### src/design/pfde_pkg.sv
`timescale 1ns / 1ps
package pfde_pkg;

  localparam int SCREEN_WIDTH = 128;
  localparam int SCREEN_PAGES = 8;
  localparam int MAX_SCALE    = 8;
  localparam int COL_W        = $clog2(SCREEN_WIDTH);
  localparam int PAGE_W       = $clog2(SCREEN_PAGES);
  localparam int ADDR_W       = COL_W + PAGE_W;
  localparam int STORE_BYTES  = SCREEN_WIDTH * SCREEN_PAGES;
  localparam int SCREEN_ROWS  = SCREEN_PAGES * 8;
  localparam int CRD_W        = 11;

  localparam logic [2:0] MODE_PIXEL   = 3'd0;
  localparam logic [2:0] MODE_FILL    = 3'd1;
  localparam logic [2:0] MODE_OUTLINE = 3'd2;
  localparam logic [2:0] MODE_CHAR    = 3'd3;
  localparam logic [2:0] MODE_CLEAR   = 3'd4;
  localparam logic [2:0] MODE_READ    = 3'd5;

  localparam logic [7:0] CHAR_FIRST = 8'd32;
  localparam logic [7:0] CHAR_LAST  = 8'd127;
  localparam logic [7:0] CHAR_QMARK = 8'd63;

  // controller to datapath commands
  typedef struct packed {
    logic       load;
    logic       box_setup;
    logic [5:0] box_idx;
    logic       box_wr;
    logic       clr_start;
    logic       clr_wr;
    logic       out_load;
  } dp_cmd_t;

  // datapath to controller status
  typedef struct packed {
    logic box_empty;
    logic box_last;
    logic clr_last;
  } dp_sts_t;

  localparam logic [7:0] FONT [480] = '{
    8'h00,8'h00,8'h00,8'h00,8'h00, 8'h00,8'h00,8'h5F,8'h00,8'h00,
    8'h00,8'h07,8'h00,8'h07,8'h00, 8'h14,8'h7F,8'h14,8'h7F,8'h14,
    8'h24,8'h2A,8'h7F,8'h2A,8'h12, 8'h23,8'h13,8'h08,8'h64,8'h62,
    8'h36,8'h49,8'h55,8'h22,8'h50, 8'h00,8'h05,8'h03,8'h00,8'h00,
    8'h00,8'h1C,8'h22,8'h41,8'h00, 8'h00,8'h41,8'h22,8'h1C,8'h00,
    8'h08,8'h2A,8'h1C,8'h2A,8'h08, 8'h08,8'h08,8'h3E,8'h08,8'h08,
    8'h00,8'h50,8'h30,8'h00,8'h00, 8'h08,8'h08,8'h08,8'h08,8'h08,
    8'h00,8'h60,8'h60,8'h00,8'h00, 8'h20,8'h10,8'h08,8'h04,8'h02,
    8'h3E,8'h51,8'h49,8'h45,8'h3E, 8'h00,8'h42,8'h7F,8'h40,8'h00,
    8'h42,8'h61,8'h51,8'h49,8'h46, 8'h21,8'h41,8'h45,8'h4B,8'h31,
    8'h18,8'h14,8'h12,8'h7F,8'h10, 8'h27,8'h45,8'h45,8'h45,8'h39,
    8'h3C,8'h4A,8'h49,8'h49,8'h30, 8'h03,8'h01,8'h71,8'h09,8'h07,
    8'h36,8'h49,8'h49,8'h49,8'h36, 8'h06,8'h49,8'h49,8'h29,8'h1E,
    8'h00,8'h36,8'h36,8'h00,8'h00, 8'h00,8'h56,8'h36,8'h00,8'h00,
    8'h00,8'h08,8'h14,8'h22,8'h41, 8'h14,8'h14,8'h14,8'h14,8'h14,
    8'h41,8'h22,8'h14,8'h08,8'h00, 8'h02,8'h01,8'h51,8'h09,8'h06,
    8'h32,8'h49,8'h79,8'h41,8'h3E, 8'h7E,8'h11,8'h11,8'h11,8'h7E,
    8'h7F,8'h49,8'h49,8'h49,8'h36, 8'h3E,8'h41,8'h41,8'h41,8'h22,
    8'h7F,8'h41,8'h41,8'h22,8'h1C, 8'h7F,8'h49,8'h49,8'h49,8'h41,
    8'h7F,8'h09,8'h09,8'h01,8'h01, 8'h3E,8'h41,8'h41,8'h51,8'h32,
    8'h7F,8'h08,8'h08,8'h08,8'h7F, 8'h00,8'h41,8'h7F,8'h41,8'h00,
    8'h20,8'h40,8'h41,8'h3F,8'h01, 8'h7F,8'h08,8'h14,8'h22,8'h41,
    8'h7F,8'h40,8'h40,8'h40,8'h40, 8'h7F,8'h02,8'h04,8'h02,8'h7F,
    8'h7F,8'h04,8'h08,8'h10,8'h7F, 8'h3E,8'h41,8'h41,8'h41,8'h3E,
    8'h7F,8'h09,8'h09,8'h09,8'h06, 8'h3E,8'h41,8'h51,8'h21,8'h5E,
    8'h7F,8'h09,8'h19,8'h29,8'h46, 8'h46,8'h49,8'h49,8'h49,8'h31,
    8'h01,8'h01,8'h7F,8'h01,8'h01, 8'h3F,8'h40,8'h40,8'h40,8'h3F,
    8'h1F,8'h20,8'h40,8'h20,8'h1F, 8'h7F,8'h20,8'h18,8'h20,8'h7F,
    8'h63,8'h14,8'h08,8'h14,8'h63, 8'h03,8'h04,8'h78,8'h04,8'h03,
    8'h61,8'h51,8'h49,8'h45,8'h43, 8'h00,8'h00,8'h7F,8'h41,8'h41,
    8'h02,8'h04,8'h08,8'h10,8'h20, 8'h41,8'h41,8'h7F,8'h00,8'h00,
    8'h04,8'h02,8'h01,8'h02,8'h04, 8'h40,8'h40,8'h40,8'h40,8'h40,
    8'h00,8'h01,8'h02,8'h04,8'h00, 8'h20,8'h54,8'h54,8'h54,8'h78,
    8'h7F,8'h48,8'h44,8'h44,8'h38, 8'h38,8'h44,8'h44,8'h44,8'h20,
    8'h38,8'h44,8'h44,8'h48,8'h7F, 8'h38,8'h54,8'h54,8'h54,8'h18,
    8'h08,8'h7E,8'h09,8'h01,8'h02, 8'h08,8'h54,8'h54,8'h54,8'h3C,
    8'h7F,8'h08,8'h04,8'h04,8'h78, 8'h00,8'h44,8'h7D,8'h40,8'h00,
    8'h20,8'h40,8'h44,8'h3D,8'h00, 8'h00,8'h7F,8'h10,8'h28,8'h44,
    8'h00,8'h41,8'h7F,8'h40,8'h00, 8'h7C,8'h04,8'h18,8'h04,8'h78,
    8'h7C,8'h08,8'h04,8'h04,8'h78, 8'h38,8'h44,8'h44,8'h44,8'h38,
    8'h7C,8'h14,8'h14,8'h14,8'h08, 8'h08,8'h14,8'h14,8'h18,8'h7C,
    8'h7C,8'h08,8'h04,8'h04,8'h08, 8'h48,8'h54,8'h54,8'h54,8'h20,
    8'h04,8'h3F,8'h44,8'h40,8'h20, 8'h3C,8'h40,8'h40,8'h20,8'h7C,
    8'h1C,8'h20,8'h40,8'h20,8'h1C, 8'h3C,8'h40,8'h30,8'h40,8'h3C,
    8'h44,8'h28,8'h10,8'h28,8'h44, 8'h0C,8'h50,8'h50,8'h50,8'h3C,
    8'h44,8'h64,8'h54,8'h4C,8'h44, 8'h00,8'h08,8'h36,8'h41,8'h00,
    8'h00,8'h00,8'h7F,8'h00,8'h00, 8'h00,8'h41,8'h36,8'h08,8'h00,
    8'h08,8'h04,8'h08,8'h10,8'h08, 8'h00,8'h00,8'h00,8'h00,8'h00
  };

  // one font column; unknown codes map to question mark
  function automatic logic [7:0] font_col(input logic [7:0] code, input logic [2:0] col);
    logic [7:0] c;
    logic [8:0] idx;
    c = (code < CHAR_FIRST || code > CHAR_LAST) ? CHAR_QMARK : code;
    idx = 9'(c - CHAR_FIRST) * 9'd5 + 9'(col);
    return FONT[idx];
  endfunction

endpackage

### src/design/pfde_ctrl.sv
`timescale 1ns / 1ps
module pfde_ctrl (
  input  logic             clk,
  input  logic             rst_n,
  input  logic             in_valid,
  input  logic [2:0]       in_mode,
  output logic             in_stall,
  output logic             out_valid,
  input  logic             out_stall,
  output pfde_pkg::dp_cmd_t cmd,
  input  pfde_pkg::dp_sts_t sts
);
  import pfde_pkg::*;

  typedef enum logic [8:0] {
    S_RCLR  = 9'b000000001,
    S_IDLE  = 9'b000000010,
    S_SETUP = 9'b000000100,
    S_CHECK = 9'b000001000,
    S_RD    = 9'b000010000,
    S_WR    = 9'b000100000,
    S_CLR   = 9'b001000000,
    S_RDB   = 9'b010000000,
    S_DONE  = 9'b100000000
  } state_t;

  state_t     state_r, state_nxt;
  logic [5:0] box_idx_r, box_idx_nxt;
  logic [5:0] last_idx_r, last_idx_nxt;
  logic       out_valid_r, out_valid_nxt;
  logic       accept, box_done, out_free;

  assign accept   = in_valid && !in_stall;
  assign in_stall = (state_r != S_IDLE);
  assign out_valid = out_valid_r;
  assign out_free = !out_valid_r || !out_stall;
  assign box_done = (state_r == S_CHECK && sts.box_empty) ||
                    (state_r == S_WR && sts.box_last);

  // sequencer
  always_comb begin
    state_nxt     = state_r;
    box_idx_nxt   = box_idx_r;
    last_idx_nxt  = last_idx_r;
    out_valid_nxt = out_valid_r;
    cmd           = '0;
    cmd.box_idx   = box_idx_r;
    if (out_valid_r && !out_stall) out_valid_nxt = 1'b0;
    case (state_r)
      S_RCLR: begin
        cmd.clr_wr = 1'b1;
        if (sts.clr_last) state_nxt = S_IDLE;
      end
      S_IDLE: begin
        if (accept) begin
          cmd.load    = 1'b1;
          box_idx_nxt = '0;
          case (in_mode)
            MODE_PIXEL, MODE_FILL: begin
              last_idx_nxt = 6'd0;
              state_nxt    = S_SETUP;
            end
            MODE_OUTLINE: begin
              last_idx_nxt = 6'd3;
              state_nxt    = S_SETUP;
            end
            MODE_CHAR: begin
              last_idx_nxt = 6'd39;
              state_nxt    = S_SETUP;
            end
            MODE_CLEAR: begin
              cmd.clr_start = 1'b1;
              state_nxt     = S_CLR;
            end
            MODE_READ: state_nxt = S_RDB;
            default:   state_nxt = S_DONE;
          endcase
        end
      end
      S_SETUP: begin
        cmd.box_setup = 1'b1;
        state_nxt     = S_CHECK;
      end
      S_CHECK: begin
        if (!sts.box_empty) state_nxt = S_RD;
      end
      S_RD: state_nxt = S_WR;
      S_WR: begin
        cmd.box_wr = 1'b1;
        if (!sts.box_last) state_nxt = S_RD;
      end
      S_CLR: begin
        cmd.clr_wr = 1'b1;
        if (sts.clr_last) state_nxt = S_DONE;
      end
      S_RDB: state_nxt = S_DONE;
      S_DONE: begin
        if (out_free) begin
          cmd.out_load  = 1'b1;
          out_valid_nxt = 1'b1;
          state_nxt     = S_IDLE;
        end
      end
      default: state_nxt = S_IDLE;
    endcase
    // step to the next box of the command
    if (box_done) begin
      if (box_idx_r == last_idx_r) begin
        state_nxt = S_DONE;
      end else begin
        box_idx_nxt = box_idx_r + 6'd1;
        state_nxt   = S_SETUP;
      end
    end
  end

  always_ff @(posedge clk) begin
    if (!rst_n) begin
      state_r     <= S_RCLR;
      box_idx_r   <= '0;
      last_idx_r  <= '0;
      out_valid_r <= 1'b0;
    end else begin
      state_r     <= state_nxt;
      box_idx_r   <= box_idx_nxt;
      last_idx_r  <= last_idx_nxt;
      out_valid_r <= out_valid_nxt;
    end
  end

endmodule

### config.mk
export PLATFORM = sky130hd
export DESIGN_NAME = pfde_ctrl
export DESIGN_NICKNAME = d
export VERILOG_FILES = /design/src/design/pfde_pkg.sv /design/src/design/pfde_ctrl.sv
export SDC_FILE = /design/constraint.sdc
export NUM_CORES = 1
export LEC_CHECK = 0
export ABC_CLOCK_PERIOD_IN_PS = 1800
export BUFFER_PORTS_ARGS = -buffer_cell sky130_fd_sc_hd__buf_2
export CAP_MARGIN = 10
export CELL_PAD_IN_SITES_DETAIL_PLACEMENT = 1
export CELL_PAD_IN_SITES_GLOBAL_PLACEMENT = 1
export CORE_MARGIN = 2
export CORE_UTILIZATION = 34
export CTS_CLUSTER_DIAMETER = 150
export DETAILED_ROUTE_END_ITERATION = 10
export HOLD_SLACK_MARGIN = 0.05
export PLACE_DENSITY = 0.73
export SYNTH_ARGS = -nofsm -noshare
export SYNTH_HDL_FRONTEND = slang
export SYNTH_SLANG_ARGS = --single-unit
### constraint.sdc
create_clock -name clk -period 1.8 [get_ports clk]
set_input_delay 0.27 -clock clk [delete_from_list [all_inputs] [get_ports clk]]
set_output_delay 0.27 -clock clk [all_outputs]
set_load 0.005 [all_outputs]
Word level (Yosys, flattened, before mapping):

Index checks and enable logic that the tools add are counted.

* flip-flop bits (word level): 22
* output and inout port bits: 14
* word-level logic and storage cells: 71
* input port bits: 10

* multiplexer cells: 28
* $add $sub $neg: 1
* eq/ne operators: 22
* reductions and logical operators: 16

Operators with widths (number)
* case mux 9 bit (9 select lines): 1
* 2-to-1 mux 9 bit: 8
* case mux 9 bit (3 select lines): 1
* 2-to-1 mux 6 bit: 4
* != test 3 bit (second input constant): 6
* case mux 6 bit (3 select lines): 1
* 2-to-1 mux 1 bit: 13
* equality test 9 x 1 -> 1 bit (second input constant): 1
* equality test 9 x 2 -> 1 bit (second input constant): 1
* equality test 9 x 3 -> 1 bit (second input constant): 1
* equality test 9 x 4 -> 1 bit (second input constant): 1
* equality test 9 x 5 -> 1 bit (second input constant): 1
* equality test 9 x 6 -> 1 bit (second input constant): 1
* equality test 9 x 7 -> 1 bit (second input constant): 1
* equality test 9 x 8 -> 1 bit (second input constant): 1
* equality test 9 bit (second input constant): 1
* != test 9 x 2 -> 1 bit (second input constant): 1
* adder 6 x 1 -> 6 bit (second input constant): 1
* equality test 3 x 2 -> 1 bit (second input constant): 2
* equality test 3 bit (second input constant): 2
* equality test 6 bit: 1
* AND reduction 6 bit: 1
* logical AND 1 bit: 4
* OR reduction 2 bit: 2
* 7 further kinds: 10

Logic depth before layout (Yosys ltp):

* depth in word-level cells: 7
* mapped depth: 6
* depth with buffers taken out: 5

Worst setup path after synthesis:

No wires, ideal clock.

* path kind: register to register
* from: register state_r[6]
* to: register state_r[8]
* setup time: 0.115 ns
* clock period less this slack: 1.699 ns
* slack: 0.101 ns
* data required time: 1.685 ns
* cell stages (with the launch flop): 7
* path buffers: 1
* arrival: 1.584 ns
* path through: dfxtp_1 -> buf_2 -> or3_1 -> nor4_2 -> o31ai_4 -> o311a_1 -> o21a_1

* cells in the longest elaborated chain, start to end: 5
* elaborated cells between the ends (all ways): 24
* those cells by class: 16 x eq/ne; 2 x mux; 6 x reduce/logical

RTL lines
* start, declared: RTL line pfde_ctrl.sv:27 `state_t state_r, state_nxt;`
* start signal, assigned: RTL line pfde_ctrl.sv:124 `state_r <= state_nxt;`
* equality test 9 x 4 -> 1 bit, or another cell as far along: RTL line pfde_ctrl.sv:37, pfde_ctrl.sv:49
* logical AND 1 bit, or another cell as far along: RTL line pfde_ctrl.sv:37 `assign box_done = (state_r == S_CHECK && sts.box_empty) ||`
* logical OR 1 bit or logical AND 1 bit (tied branches): RTL line pfde_ctrl.sv:37, pfde_ctrl.sv:33
* != test 3 bit (no line)
* AND reduction 6 bit (no line)

Parallel ways exist; a longest one is shown, timed or not.
A chain may end at the register's enable or synchronous reset.

==> flow_metrics.py <==
metrics = {
    "timing": {
        "slew_viol_final": 0,
        "min_period_ns": 1.86,
        "hold_violations": 0,
        "finalSetupViolCount": 5,
        "fin_crit_sh": 1.03,
        "max_slew_margin": 0.736,
        "worst_pin_slew_ns": 0.396,
        "fin_ws_ns": -0.0600,
        "rsz0062_at_grt": "yes",
        "skew_ns": 0.00485,
        "max_freq_mhz": 538,
        "final.setup.tns_ns": -0.126,
    },
    "worst_setup_path": {
        "crit_arrival_ns": 1.59,
        "cp-end-kind": "output port",
        "worstPathMaxFanout": 3,
        "path_class": "reg -> out",
        "reg2regPathDepth": 7,
        "cp-start-kind": "register",
        "cp.required_ns": 1.53,
    },
    "finish": {
        "regArea_sq_um": 383,
        "multi_input_comb_area_sq_um": 863,
        "nets": 196,
        "area_delta_synth_final_pct": 43.5,
        "nFillCells": 417,
        "antenna_cells": 0,
        "drive_gt1_frac": 0.451,
    },
    "power": {
        "peakVddDrop_mv": 0.262,
        "intPower_w": 0.000624,
        "p_per_area_nw_per_um2": 533,
        "p_clk_frac": 0.288,
        "combPwrFrac": 0.231,
        "p_sw_w": 0.000249,
        "pwr-share-seq": 0.482,
        "p_leak_nw": 0.706,
        "swShare": 0.286,
    },
    "min_path": {
        "hold_path_class": "in -> reg",
        "hold_depth": 3,
    },
    "global_routing": {
        "grt_pass1_vias": 1234,
        "gr-total-overflow": 0,
        "grt_antenna_before_repair": 0,
        "grt_pass1_wl_um": 5860,
        "grt_max_degree": 17,
        "grt_util_all_layers": 0.211,
    },
    "logic_synthesis": {
        "yosysUniqueCellTypes": 47,
        "synthCells": 139,
        "async_flop_share": 0,
        "syn_avg_cell_area_sq_um": 8.22,
        "synth_warnings": 0,
        "synth-edff-count": 0,
        "synth_top_area_share": 0.315,
        "synthTopCellsByArea": "dfxtp_1 32%, nor2_1 6.2%, o21ai_0 5.7%",
        "yosysTopAreaCell": "dfxtp_1",
        "ys_ff_latch": 18,
        "ys_seq_area_frac": 0.315,
        "synthFlopType": "dfxtp_1",
        "synth_fp_nets": 150,
        "synth_area_sq_um": 1140,
    },
    "cts": {
        "clk_latency_ns": 0.30,
        "cts.sinks": 18,
        "cts_tree": "done",
        "cts_buffer_depth": 2,
        "hold_buffers": 0,
        "htreeDepth": 1,
        "cts_buffers": 3,
        "root_buffer": "clkbuf_4",
        "clk_pin_slew_ns": 0.10,
    },
    "place": {
        "place_congestion": 0.808,
        "hpwlAfterDp_um": 2620,
        "post-place-ws_ns": 0.0178,
        "io_buffers": 23,
    },
    "routing": {
        "routed_wl_um": 3790,
        "vias": 1235,
        "drt_first_iter_violations": 60,
        "first_pass_iters": 4,
        "post-route-drc-count": 0,
        "via_per_inst": 5.37,
        "ant_nets": 0,
        "post_drt_wl_per_cell_um": 16.5,
    },
    "status": {
        "status": "finished, violations left",
        "violations": "negative setup slack",
    },
    "die": {
        "die_area_sq_um": 3840,
        "core_sq_um": 3280,
        "ioPinCount": 24,
        "die_x_um": 62.0,
        "die_y_um": 62.0,
        "fp-row-count": 21,
        "start_util": 0.348,
    },
    "run": {
        "drv_cap": 0,
    },
}
==> through the flow <==
stage	cells	power [W]	utilization	hold WS (ns)	area (sq um)
floorplan	139	0.000515	-	0.413	1140
global placement	212	0.000572	0.411	0.485	1350
detailed placement	212	0.000577	0.411	0.519	1350
CTS	224	0.000848	0.456	0.235	1500
global route	230	0.000919	0.499	0.237	1640
finish	230	0.000873	0.499	0.232	1640
==> cells in the final DEF (no fill, tap or decap), types with 2 or more instances in the layout <==
cell,instances
buf_2,23
nor2_1,16
buf_4,15
o21ai_0,12
nand2_1,11
dfxtp_1,10
nand3_1,7
nor3_1,5
buf_6,5
dfxtp_4,5
nor2b_1,3
inv_1,3
and3_1,3
clkbuf_4,3
dfxtp_2,3
nor4_4,2
nand3_2,2
nor2_4,2
nor4b_4,2
or3b_2,2
and3b_1,2
and4_4,2
or3_1,2
nor3_2,2
o21a_1,2
a31oi_1,2
nand3b_1,2
a21boi_1,2
a21boi_0,2
o211ai_1,2
==> cell families after synthesis <==
kind of cell / after synthesis / share of synthesized area
xor+xnor: 3 / 0.0230
flops: 18 / 0.315
buf+inv: 6 / 0.0208
mux: 1 / 0.00876
compound gates: 30 / 0.181
fa+ha+maj: 1 / 0.0110
simple gates: 80 / 0.440
==> routing by layer <==
metal,share of wire,GRT usage,routed length (um),vias to the layer above
met5,0,0,0,-
met4,0.011,0.0547,40,0
met3,0.024,0.0311,89,5
met2,0.53,0.381,2020,22
met1,0.43,0.258,1640,611
li1,-,-,-,597
==> registers in the layout, indices dropped and copies added, names as in the netlist <==
signal / cells
state_r: 9
box_idx_r: 6
last_idx_r: 2
out_valid: 1
==> power by group through the flow <==
| stage | Clock [W] | Combinational [W] | Sequential [W] |
|---|---|---|---|
| finish | 0.000251 | 0.000201 | 0.000421 |
| global route | 0.000278 | 0.000218 | 0.000423 |
| CTS | 0.000256 | 0.000171 | 0.000421 |
| detailed placement | 0 | 0.000148 | 0.000429 |
| global placement | 0 | 0.000143 | 0.000428 |
| floorplan | 0 | 0.0000904 | 0.000425 |
==> synth_stat cells, types with 2 or more instances <==
library cell	count
o211ai_1	2
nor4b_1	2
or3b_2	2
inv_1	4
or3_1	2
nand2_1	12
nor2b_1	4
nor3_1	6
nor2_1	19
nand3_1	10
a21boi_0	3
a21oi_1	2
o21ai_0	13
a31oi_1	2
xnor2_1	2
and3b_1	2
nand3b_1	2
and3_1	3
o21a_1	2
dfxtp_1	18
==> repair_timing <==
item                       4_1_cts  5_1_grt
buffers inserted                 8        6
setup endpoints to repair        8       17
gates resized for setup         17       25
pin swaps                        5        6
==> final timing paths <==
check	from	endpoint	slack [ns]
worst max register to register	state_r[4]	state_r[5]	-0.05
worst max-delay path	state_r[4]	cmd[2]	-0.06
worst min-delay path	in_mode[0]	state_r[7]	0.23
worst min register to register	last_idx_r[2]	last_idx_r[2]	0.52
==> area by class of cell <==
type / instances / share of cell area
inverter: 4 / 0.00916
multi-input combinational: 115 / 0.527
timing repair buffer: 43 / 0.173
sequential: 18 / 0.234
clock buffer: 4 / 0.0221
tap: 46 / 0.0351
==> critical path, cell delays in order (launching register included) <==
cell and delay [ns]:
dfxtp_4 0.37, nor4_4 0.31, buf_4 0.18, nand4_1 0.10, buf_6 0.16, nor2_1 0.07, buf_2 0.11
(Power assumes the default switching activity.)
